--- src/rtl/limit_order_book_matcher_defines.svh ---
// Assertion macros for the limit order book matcher.
`ifndef LIMIT_ORDER_BOOK_MATCHER_DEFINES_SVH
`define LIMIT_ORDER_BOOK_MATCHER_DEFINES_SVH
`ifndef SYNTH
`define LOBM_ASSERT_IMP(label, clk, rst_n, a, b) \
	label: assert property (@(posedge clk) disable iff (!rst_n) (a) |-> (b)) \
		else $error("assertion failed");
`define LOBM_ASSERT_NXT(label, clk, rst_n, a, b) \
	label: assert property (@(posedge clk) disable iff (!rst_n) (a) |=> (b)) \
		else $error("assertion failed");
`else
`define LOBM_ASSERT_IMP(label, clk, rst_n, a, b)
`define LOBM_ASSERT_NXT(label, clk, rst_n, a, b)
`endif
`endif

--- src/rtl/lobm_ram.sv ---
// Generic single-port-write RAM with registered read.
`default_nettype none
module lobm_ram #(
	parameter int WIDTH = 8,
	parameter int DEPTH = 16
) (
	input wire logic clk,
	input wire logic we,
	input wire logic [$clog2(DEPTH)-1:0] waddr,
	input wire logic [WIDTH-1:0] wdata,
	input wire logic [$clog2(DEPTH)-1:0] raddr,
	output logic [WIDTH-1:0] rdata
);
	logic [WIDTH-1:0] mem_q [DEPTH];

	always_ff @(posedge clk) begin
		if (we) begin
			mem_q[waddr] <= wdata;
		end
		rdata <= mem_q[raddr];
	end
endmodule
`default_nettype wire

--- config.mk ---
export PLATFORM = sky130hd
export DESIGN_NAME = lobm_ram
export DESIGN_NICKNAME = d
export VERILOG_FILES = /design/src/rtl/limit_order_book_matcher_defines.svh /design/src/rtl/lobm_ram.sv
export SDC_FILE = /design/constraint.sdc
export NUM_CORES = 1
export LEC_CHECK = 0
export ABC_CLOCK_PERIOD_IN_PS = 4620
export BUFFER_PORTS_ARGS = -buffer_cell sky130_fd_sc_hd__buf_2
export CORE_AREA = 10 10 100 102
export CTS_CLUSTER_SIZE = 40
export DETAILED_ROUTE_END_ITERATION = 16
export DIE_AREA = 0 0 110 112
export HOLD_SLACK_MARGIN = 0.15
export PLACE_DENSITY = 0.83
export SLEW_MARGIN = 20
export SYNTH_ARGS = -nofsm -noshare
export SYNTH_HDL_FRONTEND = slang
export SYNTH_SLANG_ARGS = --single-unit
--- constraint.sdc ---
create_clock -name clk -period 4.62 [get_ports clk]
set_input_delay 0.231 -clock clk [delete_from_list [all_inputs] [get_ports clk]]
set_output_delay 0.231 -clock clk [all_outputs]
set_load 0.01 [all_outputs]
==> results.md <==
- Worst-Skew Late Latency: 0.52 ns
- Unrepaired setup endpoints after global routing: false
- Final Skew: 0.005169 ns
- Post-CTS setup buffers: 0
- Post-synth top cells: edfxtp_1, mux4_2, a22oi_1, mux4_1, nor2_1
- Initial antenna violation count: 0
- Layout cells sized above 1: 27.37%
- CP required: 5.02 ns
- Hold Crit Start: waddr[1]
- Final wirelength: 10.71 mm
- Post-Syn Area: 5147 sq um
- Internal: 2.262 mW
- CP max FO: 32
- IR drop worst, VDD: 0.0003093 V
- Part of the power in the clock network: 46.9%
- DR DRC count: 0
- Vias in the first global route: 2650
- F_max: 619.1 MHz
- Crit-path slowest cell: buf_2
- Sequential cell area fraction in the yosys report: 77.78%
- CP Class: in2reg
- HP Class: in2reg
- Total core area: 8051 sq um
- Num CTS Buffers: 17
- Status: finished, final reports clean
- Setup TNS Final: 0 ns
- Mapped Cells: 229
- Hold Vio Cnt, Final: 0
- Diodes inserted: 0
- Layout Area Growth over Synthesis: 16.82%
- Number of clock sinks: 136
- Setup-failing EPs final: 0
- Logic pwr share: 4.5%
- Worst-Margin Slew: 1.154 ns
- Max-slew headroom: 22.81%
- Clk slew on worst S/H paths: 0.06 ns
- CTS tree: built
- First-pass GRT wire length: 16.13 mm
- PostCTS Resize Cnt: 0
- Sequential Power Share: 48.6%
- CTS max path bufs: 2
- Yosys reg bits: 136
- Initial core utilization: 63.93%
- Ys async rst share: 0%
- Final Power: 2.859 mW
- Pins Over Slew Limit: 0
- GRT overflow: 0
- H-tree lvl count: 4
- FF+latch area: 4004 sq um
- Avg Cell Area, Syn: 22.48 sq um
- Post-synth EDFFs: 128
- R2r setup slk: 3.29 ns
- Io pins: 26
- CP Cell Sequence: buf_2 -> mux4_1 -> a22oi_1 -> nand2_1
- Hold EP: mem_q[0][3]
- Fin crit period: 1.615 ns
- Avg WL per Cell: 27.46 um
- Post-synth top area share: 74.67%
- Lkg Pwr: 2.020 nW
- DIE WIDTH: 110 um
- Reg2Reg Depth: 3
- Cell variety after synth: 19
- Most common cell in the netlist: edfxtp_1
- WHS Path Cells: 2
- Syn_nets: 247
- IO buf count: 25
- Fin crit share: 34.96%
- Post-DRT Antenna Nets: 0
- CP startpoint kind: primary input
- Critical R2R Launch: mem_q[1][1]
- Root Buffer Master: clkbuf_8
- Row count: 33
- Setup crit end kind: flip-flop
- Die Span Y: 112 um
- Cell taking the most area after synthesis: edfxtp_1
- Vias: 2561
- Top cells by area, synth: edfxtp_1, mux4_2, mux4_1
- Filler cell count: 409
- Synth warnings: 0
- GR Util All Layers: 18.68%
- Final Wtd Congestion: 0.7829
- Ys flop type: edfxtp_1
- Largest net degree at the start of global routing: 33
- Drt pass-1 iters: 4
- Nets: 290
- Arr. time, crit path: 2.02 ns
- Die ar.: 12320 sq um
- Highest cell delay on the worst timing path: 0.76 ns
- Max capacitance violation total: 0
- Area of the multi-input gates: 1072 sq um
- DRT iter0 DRCs: 366
- Post-DR vias/cell: 6.567
- Detailed placer's ending HPWL: 5.989 mm
- Switching Fraction: 20.87%
- Power Density: 475.5 nW/um^2
- Switch Pwr: 0.5969 mW
- Worst r2r dst: rdata[1]
per-layer routing:
metal | global-route usage, % | wire length (um) | vias to the layer above
met2 | 27.20 | 5231 | 187
li1 | - | - | 1064
met5 | 0 | 0 | -
met1 | 24.70 | 4197 | 1290
met3 | 6.805 | 1032 | 20
met4 | 8.160 | 249 | 0
what timing repair did:
item	in CTS	in global routing
endpoints found under the setup margin	0	0
endpoints found under the hold margin	128	0
hold buffers	8	0
worst max path at each step:
stage                  start          end  slack (ns)  cells past startpoint
global placement    waddr[2]  mem_q[0][2]        2.36                      3
CTS                 raddr[0]     rdata[3]        2.98                      4
floorplan           waddr[2]  mem_q[0][0]        2.90                      2
global route        raddr[0]     rdata[3]        2.87                      4
detailed placement  raddr[0]     rdata[3]        2.42                      4
finish              raddr[0]     rdata[3]        3.00                      4
cell usage in the layout, fill, tap and decap left out, types with 3 or more instances in the layout:
master,n
inv_6,3
clkbuf_16,16
clkinv_4,4
a22oi_1,16
nor2_1,13
edfxtp_1,128
nor3_2,3
bufinv_16,3
dfxtp_1,8
nand2_1,9
dlygate4sd3_1,8
mux4_1,14
buf_2,25
mux4_2,18
area by class of cell:
| cell class | instances | area share [%] |
|---|---|---|
| well taps | 105 | 2.185 |
| repair buffers | 34 | 3.537 |
| clock inverters | 13 | 2.851 |
| multi-input cells | 83 | 17.83 |
| flip-flops and latches | 136 | 66.58 |
| clock buffers | 19 | 7.012 |
critical path: cells and delay by family:
kind                   cells  cell delay [ns]
AOI/OAI and AO/OA          1             0.25
buffers and inverters      1             0.76
muxes                      1             0.66
and+or+nand+nor            1             0.09
sequential cells by signal (all words and copies together) (netlist names):
| signal | count |
|---|---|
| mem_q | 128 |
| rdata | 8 |
power by group through the flow:
stage | sequential (mW) | clock (mW) | combinational (mW)
6_report | 1.39 | 1.34 | 0.129
5_1_grt | 1.39 | 1.40 | 0.140
4_1_cts | 1.39 | 1.34 | 0.130
3_5_place_dp | 1.41 | 0 | 0.123
3_3_place_gp | 1.41 | 0 | 0.119
2_1_floorplan | 1.41 | 0 | 0.0700
cells by family (layout without fill, tap and decap cells):
kind of cell           count (synthesis)  after routing  synth area share, %
buffers and inverters                 10             66                1.677
multiplexers                          32             32                15.02
flip-flops                           136            136                77.78
AND/OR/NAND/NOR                       35             35                3.184
AO/OA/AOI/OAI                         16             16                2.334
metrics by stage:
| stage | utilization, % | hold WS (ns) | instance area (sq um) | cells | setup slack [ns] |
|---|---|---|---|---|---|
| final | 74.69 | 0.2417 | 6013 | 390 | 3.005 |
| after global routing | 74.69 | 0.2300 | 6013 | 390 | 2.868 |
| after floorplan | - | 0.3299 | 5147 | 229 | 2.896 |
| after CTS | 74.69 | 0.2220 | 6013 | 390 | 2.984 |
| after detailed placement | 66.32 | 0.6197 | 5340 | 350 | 2.421 |
| after global placement | 66.26 | 0.6135 | 5335 | 350 | 2.364 |
Power figures use the tool's default switching activity.
