[config.mk]
export PLATFORM = sky130hd
export DESIGN_NAME = lobm_scan
export DESIGN_NICKNAME = d
export VERILOG_FILES = /design/src/rtl/limit_order_book_matcher_defines.svh /design/src/rtl/lobm_pkg.sv /design/src/rtl/lobm_scan.sv
export SDC_FILE = /design/constraint.sdc
export NUM_CORES = 1
export LEC_CHECK = 0
export BUFFER_PORTS_ARGS = -buffer_cell sky130_fd_sc_hd__buf_2
export CAP_MARGIN = 20
export CORE_UTILIZATION = 37
export DETAILED_ROUTE_END_ITERATION = 10
export PLACE_DENSITY_LB_ADDON = 0.15
export SLEW_MARGIN = 20
export SYNTH_ARGS = -nofsm -noshare
export SYNTH_HDL_FRONTEND = slang
export SYNTH_SLANG_ARGS = --single-unit
[constraint.sdc]
create_clock -name clk -period 4.1 [get_ports clk]
set_input_delay 0.205 -clock clk [delete_from_list [all_inputs] [get_ports clk]]
set_output_delay 0.205 -clock clk [all_outputs]
set_load 0.1 [all_outputs]
[src/rtl/limit_order_book_matcher_defines.svh]
// Assertion macros for the limit order book matcher.
`ifndef LIMIT_ORDER_BOOK_MATCHER_DEFINES_SVH
`define LIMIT_ORDER_BOOK_MATCHER_DEFINES_SVH
`ifndef SYNTH
`define LOBM_ASSERT_IMP(label, clk, rst_n, a, b) \
	label: assert property (@(posedge clk) disable iff (!rst_n) (a) |-> (b)) \
		else $error("assertion failed");
`define LOBM_ASSERT_NXT(label, clk, rst_n, a, b) \
	label: assert property (@(posedge clk) disable iff (!rst_n) (a) |=> (b)) \
		else $error("assertion failed");
`else
`define LOBM_ASSERT_IMP(label, clk, rst_n, a, b)
`define LOBM_ASSERT_NXT(label, clk, rst_n, a, b)
`endif
`endif

[src/rtl/lobm_pkg.sv]
// Types, constants and helpers shared by the order book matcher.
`default_nettype none
package lobm_pkg;
	localparam int BOOK_SLOTS = 32;
	localparam int SLOT_W = $clog2(BOOK_SLOTS);
	localparam int CNT_W = $clog2(BOOK_SLOTS + 1);
	localparam int SUM_W = 24 + $clog2(BOOK_SLOTS + 1);

	localparam logic OP_NEW = 1'b0;
	localparam logic OP_CANCEL = 1'b1;
	localparam logic SIDE_BUY = 1'b0;

	localparam logic [1:0] TYPE_LIMIT = 2'd0;
	localparam logic [1:0] TYPE_FOK = 2'd3;

	localparam logic [1:0] KIND_TRADE = 2'd0;
	localparam logic [1:0] KIND_BBO = 2'd1;
	localparam logic [1:0] KIND_FULL = 2'd2;

	typedef enum logic [1:0] {ST_IDLE, ST_SCAN, ST_DECIDE, ST_FINISH} state_t;

	typedef struct packed {
		logic side;
		logic [31:0] price;
		logic [23:0] quantity;
		logic [31:0] order_id;
		logic [31:0] arrival;
	} slot_t;

	typedef struct packed {
		logic [1:0] kind;
		logic [31:0] buy_order_id;
		logic [31:0] sell_order_id;
		logic [31:0] trade_price;
		logic [23:0] trade_quantity;
		logic [31:0] best_bid;
		logic bid_present;
		logic [31:0] best_ask;
		logic ask_present;
		logic last;
	} result_t;

	typedef struct packed {
		logic [31:0] order_id;
		logic opp;
		logic [31:0] limit;
		logic [31:0] arr_cnt;
	} query_t;

	typedef struct packed {
		logic id_hit;
		logic [SLOT_W-1:0] id_idx;
		logic best_found;
		logic [SLOT_W-1:0] best_idx;
		slot_t best;
		logic [31:0] best_age;
		logic [SUM_W-1:0] avail;
		logic bid_present;
		logic [31:0] best_bid;
		logic ask_present;
		logic [31:0] best_ask;
	} stats_t;

	// resting price on side rs qualifies against incoming limit
	function automatic logic qualifies(logic rs, logic [31:0] rp, logic [31:0] limit);
		logic q;
		if (limit == 32'd0) q = 1'b1;
		else if (rs) q = (rp <= limit);
		else q = (rp >= limit);
		return q;
	endfunction
endpackage
`default_nettype wire

[src/rtl/lobm_scan.sv]
// Per-pass accumulators: id lookup, best opposite slot, FOK depth, best bid/offer.
`default_nettype none
module lobm_scan import lobm_pkg::*; (
	input wire logic clk,
	input wire logic arst_n,
	input wire logic clr,
	input wire logic en,
	input wire logic vld,
	input wire logic [SLOT_W-1:0] idx,
	input wire slot_t entry,
	input wire query_t qry,
	output stats_t st
);
	stats_t st_q, st_d;
	logic [31:0] age;
	logic better;

	assign age = qry.arr_cnt - entry.arrival;
	assign st = st_q;

	always_comb begin
		if (!st_q.best_found) better = 1'b1;
		else if (entry.price != st_q.best.price) begin
			better = qry.opp ? (entry.price < st_q.best.price) : (entry.price > st_q.best.price);
		end else better = (age > st_q.best_age);
	end

	always_comb begin
		st_d = st_q;
		if (en && vld) begin
			if (entry.order_id == qry.order_id) begin
				st_d.id_hit = 1'b1;
				st_d.id_idx = idx;
			end
			if (entry.side == qry.opp) begin
				if (better) begin
					st_d.best_found = 1'b1;
					st_d.best_idx = idx;
					st_d.best = entry;
					st_d.best_age = age;
				end
				if (qualifies(qry.opp, entry.price, qry.limit)) begin
					st_d.avail = st_q.avail + SUM_W'(entry.quantity);
				end
			end
			if (entry.side == SIDE_BUY) begin
				st_d.bid_present = 1'b1;
				if (!st_q.bid_present || entry.price > st_q.best_bid) st_d.best_bid = entry.price;
			end else begin
				st_d.ask_present = 1'b1;
				if (!st_q.ask_present || entry.price < st_q.best_ask) st_d.best_ask = entry.price;
			end
		end
	end

	always_ff @(posedge clk or negedge arst_n) begin
		if (!arst_n) begin
			st_q <= '0;
		end else if (clr) begin
			st_q <= '0;
		end else begin
			st_q <= st_d;
		end
	end
endmodule
`default_nettype wire

==> summary.txt, run 1 <==
Io pins: 489
Yosys reg bits: 261
PortBufs: 488
Endpoints failing setup: 158
CP max stage delay: 570 ps
Max rail drop VDD: 339.6 µV
CP Max Fanout: 5
Clock root cell: clkbuf_16
Clock latency on the worst-skew pair: 540 ps
Worst path cell trace: buf_2 > inv_12 > ha_4 > nand2_2 > o311a_1 > or4_1 > a31oi_4 > o2111ai_1 > a31oi_1 > xor2_1 > ha_1 > a21oi_1 > nor2b_1 > o21ai_1 > nand3b_1 > or4_4 > a21oi_2 > o32a_2 > or2_4 > buf_6 > clkbuf_16 > mux2_4
Critical Path RT: 4520 ps
Pleak: 13.01 nW
Dpl hpwl: 50.53 mm
Die area: 0.05046 mm²
Longest Clk Path Bufs: 3
Startpoint Class: primary input
Core box area: 0.04895 mm²
PwrDens: 508.4 mW/mm²
WHS: 40.81 ps
Layout cells sized above 1: 32.50%
Yosys top cell by area: dfrtp_1
Post-synth EDFFs: 0
Ys async rst share: 100.0%
Largest net degree at the start of global routing: 107
Fmax: 0.2292 GHz
CP endpoint kind: register
Final Max Slew Viols: 0
Max-cap violations: 0
Fin. Hold Viols: 0
Core Rows: 81
RSZ-0062 raised after global routing: true
Nets: 3196
Synth area leaders: dfrtp_1 36%, ha_1 15%, o21ai_0 7.1%
CP max-delay cell: or4_4
Vias per inst: 5.438
Per-cell routed wire length: 21.48 µm
Post-synthesis instance total: 2066
Final worst-path cycle share: 106.4%
Syn Std Cell Area: 0.01834 mm²
Critical path type: primary input to register
Launching point of the worst reg2reg path: st[243]
Actual slew at the worst max-slew pin: 966.8 ps
Status: complete, but fails checks
Setup WS post-layout: -262.5 ps
Gpl congestion: 0.9300
Flop pwr share: 24.4%
Number of clock sinks: 261
Die height: 224.6 µm
TritonCTS clock tree: done
First-pass GRT wire length: 106.2 mm
HP Start: entry[13]
Die width: 224.6 µm
Via count: 18.74k
DRC Markers: 0
Post-synth top cells: 262 x o21ai_0, 261 x dfrtp_1, 214 x ha_1
Area Growth Syn to Fin: 42.37%
Vias in the first global route: 18.45k
Synth unique cells: 62
Most frequent cell after synthesis: o21ai_0
Initial core utilization: 37.47%
Post-layout minimum cycle time: 4362 ps
CP arrival: 4780 ps
Slew margin rel.: 35.55%
Clock share of power: 24.0%
Top FF cell, synth: dfrtp_1
Seq/Total Area, Yosys: 35.61%
Internal power: 6.794 mW
GRT Total Usage: 27.34%
H-tree depth: 2
Pre-Repair DR Iteration Count: 6
GR Overflow Total: 0
Wirelength, routed: 74.01 mm
Initial detailed-routing violation count: 1225
Post-DRT Antenna Nets: 0
Syn_area_per_cell: 8.877 µm²
Num CTS Buffers: 34
Net Sw Power: 6.480 mW
Post-Syn Nets: 2510
Clock-pin transition on the worst setup and hold timing paths: 60 ps
Synth warnings: 0
Top-area cell type share of the netlist area: 35.61%
Worst Setup SP: entry[16]
HP Class: primary input to register
Failing checks: setup timing
Sw Ratio: 48.82%
Initial antenna violation count: 9
Logic pwr share: 51.6%
Largest register FFs: 261
TNS Setup: -25000 ps
Fin Clk Skew: 19.74 ps
Finished Core Util: 53.34%
Total design power: 13.27 mW
[power groups by stage]
| stage | combinational (mW) | clock (mW) | sequential, mW |
|---|---|---|---|
| finish | 6.85 | 3.18 | 3.24 |
| global route | 7.25 | 3.34 | 3.29 |
| CTS | 6.60 | 3.25 | 3.24 |
| detailed placement | 6.23 | 0 | 3.27 |
| global placement | 6.18 | 0 | 3.26 |
| floorplan | 2.03 | 0 | 5.93 |
[cells in the final DEF (no fill, tap or decap), types with 10 or more instances in the layout]
cell type,n
mux2_4,33
nand4_1,37
buf_2,485
nor4_1,22
a21o_1,47
o21ai_1,57
a21oi_1,83
o21a_1,17
o31ai_1,25
o21ai_2,40
nand2_1,165
mux2_2,32
buf_12,12
buf_4,133
ha_1,205
dlygate4sd3_1,86
clkbuf_16,50
inv_1,198
nor2_1,99
a311oi_1,32
clkbuf_1,10
a31oi_1,10
nand3_1,20
nor3_1,48
and3_1,33
buf_16,14
o31ai_4,11
nor2b_1,46
o31ai_2,14
xnor2_1,46
o21ai_0,169
o41ai_1,35
dfrtp_1,261
xor2_1,38
[metal layers]
metal	vias to the layer above	part of all wire (%)	GRT usage, %
met1	9076	42	34.89
met5	-	0.035	0
li1	8805	-	-
met4	4	4.0	11.10
met3	151	6.3	4.585
met2	699	47	45.77
[area by class of cell]
class                   count  area (µm²)
fillers                  4565       22840
multi-input cells        1489       11340
flip-flops and latches    261        6531
repair buffers            758        5433
clock buffers              50        1005
well taps                 664       830.8
inverters                 208       807.0
clock inverters             9       150.1
diodes                      6       15.01
[final timing paths]
path | to | slack, ps | depth (start not counted)
max in group asynchronous | st[83] | 2490 | 3
worst max register to register | st[163] | 100 | 15
min in group asynchronous | st[225] | 290 | 2
worst max-delay path | st[237] | -260 | 22
worst min-delay path | st[141] | 40 | 4
worst min register to register | st[260] | 500 | 2
[critical path, delay by kind of cell]
kind / cells / cell delay [ps]
XOR/XNOR: 1 / 230
multiplexers: 1 / 300
AND/OR/NAND/NOR: 6 / 1500
buffers and inverters: 4 / 530
AO/OA/AOI/OAI: 8 / 1460
adder cells (fa/ha/maj): 2 / 540
[metrics by stage]
step                cells  cell area [µm²]  setup slack, ps
floorplan            2066            18580           -219.1
global placement     3243            22570            -1013
detailed placement   3243            22570            -1191
CTS                  3416            25390           -278.8
global route         3444            26110           -538.2
finish               3445            26110           -262.5
[repair_timing]
| item | CTS | global route |
|---|---|---|
| endpoints found under the hold margin | 191 | 0 |
| setup buffers | 16 | 9 |
| resized for setup | 124 | 116 |
| pin swaps | 29 | 46 |
| setup endpoints to repair | 159 | 159 |
| gates cloned | 12 | 19 |
| hold buffers | 86 | 0 |
[cells by family (layout without fill, tap and decap cells)]
group / count (synthesis) / count (layout) / synth area share, %
AOI/OAI and AO/OA: 610 / 610 / 21.17
xor gates and xnor gates: 84 / 84 / 4.011
adders and majority gates: 216 / 216 / 14.82
buffers and inverters: 316 / 1025 / 6.720
DFF: 261 / 261 / 35.61
muxes: 71 / 71 / 4.318
other: 0 / 6 / 0
and+or+nand+nor: 508 / 508 / 13.35
No activity file was read; power rests on OpenSTA's default activity.
==> run 2: changes to the inputs <==
--- a/config.mk
+++ b/config.mk
@@ -7,8 +7,10 @@
 export LEC_CHECK = 0
 export BUFFER_PORTS_ARGS = -buffer_cell sky130_fd_sc_hd__buf_2
 export CAP_MARGIN = 20
+export CORE_ASPECT_RATIO = 0.75
 export CORE_UTILIZATION = 37
 export DETAILED_ROUTE_END_ITERATION = 10
+export GPL_ROUTABILITY_DRIVEN = 0
 export PLACE_DENSITY_LB_ADDON = 0.15
 export SLEW_MARGIN = 20
 export SYNTH_ARGS = -nofsm -noshare
==> constraint.sdc (replaced) <==
create_clock -name clk -period 5.2 [get_ports clk]
set_input_delay 0.26 -clock clk [delete_from_list [all_inputs] [get_ports clk]]
set_output_delay 0.26 -clock clk [all_outputs]
set_load 0.1 [all_outputs]
==> summary.txt, run 2 (synthesis gave the netlist of run 1 again) <==
Status: complete, no violations (was complete, but fails checks)
Core box area: 0.04887 mm² (was 0.04895 mm²)
Startpoint Class: primary input (unchanged)
Die height: 194.8 µm (was 224.6 µm)
Die area: 0.05047 mm² (was 0.05046 mm²)
Clock root cell: clkbuf_16 (unchanged)
Setup WS post-layout: 166.7 ps (was -262.5 ps)
Initial core utilization: 37.53% (was 37.47%)
CP endpoint kind: register (unchanged)
Final worst-path cycle share: 96.79%
Io pins: 489 (unchanged)
TritonCTS clock tree: done (unchanged)
Critical path type: primary input to register (unchanged)
FF+latch area: 0.006531 mm² (unchanged)
RR Endpoint: st[125] (was st[163])
Post-layout minimum cycle time: 5033 ps
GRT Total Usage: 24.52% (was 27.34%)
Setup crit end: st[224] (was st[237])
Crit path buf inv count: 4 (unchanged)
Nets: 3072 (was 3196)
Fin Clk Skew: 23.57 ps (was 19.74 ps)
Actual slew at the worst max-slew pin: 1161 ps (was 966.8 ps)
DRC Markers: 0 (unchanged)
Per-cell routed wire length: 19.88 µm (was 21.48 µm)
Pleak: 11.96 nW (was 13.01 nW)
Max-cap violations: 0 (unchanged)
Critical Path RT: 5670 ps (was 4520 ps)
Total design power: 9.714 mW (was 13.27 mW)
Pre-Repair DR Iteration Count: 5 (was 6)
Longest Clk Path Bufs: 3 (unchanged)
Final Max Slew Viols: 0 (unchanged)
Core Rows: 70 (was 81)
Vias per inst: 5.398 (was 5.438)
Dpl hpwl: 48.42 mm (was 50.53 mm)
Initial detailed-routing violation count: 1238 (was 1225)
H-tree depth: 1 (was 2)
CP max stage delay: 520 ps (was 570 ps)
Fmax: 0.1987 GHz
Largest delay share family, worst path: compound AO/OA/AOI/OAI gates (was simple AND/OR/NAND/NOR gates)
Initial antenna violation count: 3 (was 9)
Multi-input gate area: 0.01071 mm² (was 0.01134 mm²)
CP max-delay cell: dlygate4sd3_1 (was or4_4)
Largest register FFs: 261 (unchanged)
Layout cells sized above 1: 25.72% (was 32.50%)
Worst path cell trace: dlygate4sd3_1 > buf_2 > ha_2 > inv_1 > fa_1 > a211oi_2 > nor2_2 > o211a_1 > o211ai_1 > a31oi_2 > o211ai_1 > o21ai_1 > xor2_1 > ha_1 > nor2b_1 > o21ai_1 > nand3b_1 > or4_4 > a21oi_2 > o32a_2 > or2_4 > clkbuf_16 > mux2_1 (was buf_2 > inv_12 > ha_4 > nand2_2 > o311a_1 > or4_1 > a31oi_4 > o2111ai_1 > a31oi_1 > xor2_1 > ha_1 > a21oi_1 > nor2b_1 > o21ai_1 > nand3b_1 > or4_4 > a21oi_2 > o32a_2 > or2_4 > buf_6 > clkbuf_16 > mux2_4)
CP arrival: 5500 ps (was 4780 ps)
GR Overflow Total: 0 (unchanged)
Pre-CTS WS: -6.394 ps (was -1191 ps)
Fillers: 4689 (was 4565)
Endpoints failing setup: 0 (was 158)
Largest net degree at the start of global routing: 112 (was 107)
CP Max Fanout: 8 (was 5)
Clock-pin transition on the worst setup and hold timing paths: 60 ps (about the same)
R2R Setup Slk: 1260 ps (was 100 ps)
Max rail drop VDD: 245.2 µV (was 339.6 µV)
Post-DRT Antenna Nets: 0 (unchanged)
WHS: 81.44 ps (was 40.81 ps)
Launching point of the worst reg2reg path: st[245] (was st[243])
Die width: 259.1 µm (was 224.6 µm)
Wirelength, routed: 65.63 mm (was 74.01 mm)
HP Class: primary input to register (unchanged)
Vias in the first global route: 17.01k (was 18.45k)
Fin. Hold Viols: 0 (unchanged)
Number of clock sinks: 261 (unchanged)
Area Growth Syn to Fin: 30.41% (was 42.37%)
R2R depth: 12 (was 15)
Crit. path cell count: 23 (was 22)
Num CTS Buffers: 30 (was 34)
PwrDens: 406.1 mW/mm² (was 508.4 mW/mm²)
Via count: 17.82k (was 18.74k)
PortBufs: 488 (unchanged)
First-pass GRT wire length: 97.64 mm (was 106.2 mm)
Most frequent cells in the layout: 486 x buf_2, 261 x dfrtp_1, 257 x o21ai_0, 213 x ha_1, 207 x inv_1 (was 485 x buf_2, 261 x dfrtp_1, 205 x ha_1, 198 x inv_1, 169 x o21ai_0)
Slew margin rel.: 21.86% (was 35.55%)
Worst Setup SP: entry[0] (was entry[16])
Clock latency on the worst-skew pair: 590 ps (was 540 ps)
Commonest non-fill, non-tap cell in the layout: buf_2 (unchanged)
run 2: cell count changes in the layout (fill, tap and decap cells not counted), sizes merged:
cell         change
diode            -5
clkbuf          -10
clkinv           +2
bufinv           -1
dlygate4sd3     +10
buf            -122
clkinvlp         -2
run 2: through the flow:
stage / cell area (µm²) / TNS (ps) / instances / util (%)
after floorplan: 18340 / 0 / 2066 / -
after global placement: 21590 / 0 / 3132 / 44.18
after detailed placement: 21590 / -23.05 / 3132 / 44.18
after CTS: 23590 / 0 / 3284 / 48.26
after global routing: 23920 / -381.7 / 3300 / 48.94
final: 23920 / 0 / 3301 / 48.94
run 2: worst min path at each step:
stage	start	to	slack, ps	depth (start not counted)
3_5_place_dp	arst_n	st[258]	340	1
2_1_floorplan	arst_n	st[0]	-40	0
4_1_cts	entry[120]	st[65]	20	4
3_3_place_gp	arst_n	st[258]	330	1
6_report	entry[120]	st[65]	80	4
5_1_grt	entry[120]	st[65]	60	4
run 2: what timing repair did:
action,CTS,global route
endpoints found under the hold margin,192,0
gates resized for setup,0,31
setup endpoints to repair,0,159
buffers inserted,0,11
hold buffers,96,0
run 2: routing by layer:
metal  vias to the layer above  GRT usage (%)  share of wire (%)
li1                       8540              -                  -
met1                      8566          33.71                 45
met2                       615          38.77                 45
met3                        97          4.734                7.0
met4                         0          7.385                3.0
met5                         -              0                  0
run 2: power by group:
part           internal (mW)  total, mW  switching (mW)
clock                   1.34       2.25           0.913
sequential              2.32       2.53           0.211
combinational           1.21       4.93            3.72
run 2: cell type report:
class | instances | area share [%]
clock buffer | 48 | 3.798
sequential | 261 | 27.31
antenna | 1 | 0.01046
timing repair buffer | 638 | 16.90
inverter | 208 | 3.270
multi-input combinational | 1489 | 44.79
clock inverter | 8 | 0.5284
tap | 648 | 3.390
run 2: worst register-to-register path: cells and delay by family (launching register included):
kind / cells / cell delay [ps]
AND/OR/NAND/NOR: 5 / 1500
AO/OA/AOI/OAI: 3 / 1220
buffers and inverters: 3 / 440
flip-flops: 1 / 380
adder cells (fa/ha/maj): 1 / 300
==> run 3: changes to the inputs <==
==> constraint.sdc (replaced) <==
create_clock -name clk -period 5.2 [get_ports clk]
set_input_delay 0.52 -clock clk [delete_from_list [all_inputs] [get_ports clk]]
set_output_delay 0.52 -clock clk [all_outputs]
set_load 0.1 [all_outputs]
==> summary.txt, run 3 (synthesis gave the netlist of run 1 again) <==
Pre-Repair DR Iteration Count: 5 (unchanged)
Fin Clk Skew: 10.02 ps (was 23.57 ps)
GRT Total Usage: 24.32% (was 24.52%)
Io pins: 489 (unchanged)
Via count: 17.38k (was 17.82k)
Max rail drop VDD: 237.5 µV (was 245.2 µV)
Initial core utilization: 37.53% (unchanged)
Longest Clk Path Bufs: 3 (unchanged)
Commonest non-fill, non-tap cell in the layout: buf_2 (unchanged)
Fmax: 0.2068 GHz (was 0.1987 GHz)
Critical Path RT: 5660 ps (was 5670 ps)
Worst path cell trace: buf_2 > inv_1 > ha_1 > inv_1 > fa_1 > a211oi_1 > nor2_1 > o211a_1 > o211ai_1 > buf_4 > a31oi_1 > o211ai_1 > o21ai_0 > xor2_1 > ha_1 > nand4_1 > a2111oi_0 > or4_1 > a21oi_1 > o32a_2 > or2_4 > buf_12 > mux2_2 (was dlygate4sd3_1 > buf_2 > ha_2 > inv_1 > fa_1 > a211oi_2 > nor2_2 > o211a_1 > o211ai_1 > a31oi_2 > o211ai_1 > o21ai_1 > xor2_1 > ha_1 > nor2b_1 > o21ai_1 > nand3b_1 > or4_4 > a21oi_2 > o32a_2 > or2_4 > clkbuf_16 > mux2_1)
Post-route cell area: 0.02293 mm² (was 0.02392 mm²)
Area Growth Syn to Fin: 25.03% (was 30.41%)
Die area: 0.05047 mm² (unchanged)
Die height: 194.8 µm (unchanged)
TritonCTS clock tree: done (unchanged)
Per-cell routed wire length: 19.72 µm (was 19.88 µm)
Clock root cell: clkbuf_16 (unchanged)
Number of clock sinks: 261 (unchanged)
Largest net degree at the start of global routing: 105 (was 112)
Max-cap violations: 0 (unchanged)
Placed cell area: 0.02183 mm² (was 0.02159 mm²)
Dpl hpwl: 48.89 mm (was 48.42 mm)
Wirelength, routed: 63.45 mm (was 65.63 mm)
Layout cells sized above 1: 26.57% (was 25.72%)
Crit path buf inv count: 5 (was 4)
Final Max Slew Viols: 0 (unchanged)
Finished Layout Cells: 3218 (was 3301)
Endpoints failing setup: 0 (unchanged)
Largest register FFs: 261 (unchanged)
Critical path type: primary input to register (unchanged)
Num CTS Buffers: 31 (was 30)
Status: complete, no violations (unchanged)
Pleak: 11.58 nW (was 11.96 nW)
Vias in the first global route: 16.74k (was 17.01k)
Setup bufs post-CTS: 0 (unchanged)
HP Class: primary input to register (unchanged)
PwrDens: 422.0 mW/mm² (was 406.1 mW/mm²)
Nets: 2990 (was 3072)
Die width: 259.1 µm (unchanged)
Largest delay share family, worst path: compound AO/OA/AOI/OAI gates (unchanged)
Vias per inst: 5.402 (was 5.398)
PortBufs: 488 (unchanged)
Slew margin rel.: 26.12% (was 21.86%)
CP endpoint kind: register (unchanged)
Fin. Hold Viols: 0 (unchanged)
H-tree depth: 1 (unchanged)
WHS: 200.6 ps (was 81.44 ps)
Clock-pin transition on the worst setup and hold timing paths: 60 ps (about the same)
CP max stage delay: 570 ps (was 520 ps)
GR Overflow Total: 0 (unchanged)
Post-layout minimum cycle time: 4836 ps (was 5033 ps)
Most frequent cells in the layout: 486 x buf_2, 262 x o21ai_0, 261 x dfrtp_1, 214 x ha_1, 207 x inv_1 (was 486 x buf_2, 261 x dfrtp_1, 257 x o21ai_0, 213 x ha_1, 207 x inv_1)
Final worst-path cycle share: 93.01% (was 96.79%)
Clock latency on the worst-skew pair: 580 ps (was 590 ps)
First-pass GRT wire length: 96.47 mm (was 97.64 mm)
DRC Markers: 0 (unchanged)
CP Max Fanout: 19 (was 8)
Actual slew at the worst max-slew pin: 1098 ps (was 1161 ps)
Inst Count DP: 3160 (was 3132)
Post-DRT Antenna Nets: 0 (unchanged)
Core box area: 0.04887 mm² (unchanged)
Initial detailed-routing violation count: 1157 (was 1238)
CP arrival: 5290 ps (was 5500 ps)
Core Rows: 70 (unchanged)
Initial antenna violation count: 4 (was 3)
Startpoint Class: primary input (unchanged)
CP max-delay cell: or4_1 (was dlygate4sd3_1)
==> run 3: final timing paths <==
| check | start | to | slack [ps] | cells after the start |
|---|---|---|---|---|
| worst max-delay path | qry[0] | st[238] | 360 | 23 |
| worst min register to register | st[260] | st[260] | 500 | 2 |
| worst max register to register | st[243] | st[126] | 1350 | 13 |
| min in group asynchronous | arst_n | st[252] | 540 | 2 |
| max in group asynchronous | arst_n | st[183] | 3450 | 3 |
| worst min-delay path | idx[0] | st[255] | 200 | 3 |
==> run 3: metrics by stage <==
| stage | setup TNS (ps) | setup WS, ps | utilization, % | power, mW |
|---|---|---|---|---|
| floorplan | 0 | 328.7 | - | 6.241 |
| global placement | -44670 | -338.3 | 44.62 | 7.312 |
| detailed placement | -50780 | -364.4 | 44.67 | 7.372 |
| CTS | 0 | 227.7 | 46.87 | 9.749 |
| global route | -1887 | -55.63 | 46.91 | 10.18 |
| finish | 0 | 363.7 | 46.92 | 9.677 |
==> run 3: report_power, final <==
part | internal, mW | total [mW] | switching, mW
clock network | 1.40 | 2.33 | 0.929
logic | 1.14 | 4.82 | 3.68
registers | 2.32 | 2.53 | 0.209
==> run 3: repair_timing <==
action,4_1_cts,5_1_grt
endpoints found under the hold margin,27,0
hold buffers,1,0
endpoints found under the setup margin,0,157
resized for setup,0,3
==> run 3: area by class of cell <==
cell class,instances,area [µm²]
fill,4787,25940
multi-input combinational,1489,10630
sequential,261,6531
timing repair buffer,555,3100
clock buffer,40,849.6
tap,648,810.8
inverter,208,782.0
clock inverter,14,216.5
antenna,3,7.507
==> run 3: layer usage <==
metal / share of wire [%] / global-route usage, %
met5: 0.020 / 0
met1: 45 / 33.23
met3: 7.4 / 5.464
met2: 45 / 38.30
met4: 2.9 / 6.881
==> run 3: tightest hold or removal path: stages <==
cell and delay [ps]:
buf_2 90, mux2i_1 60, nor2_1 80
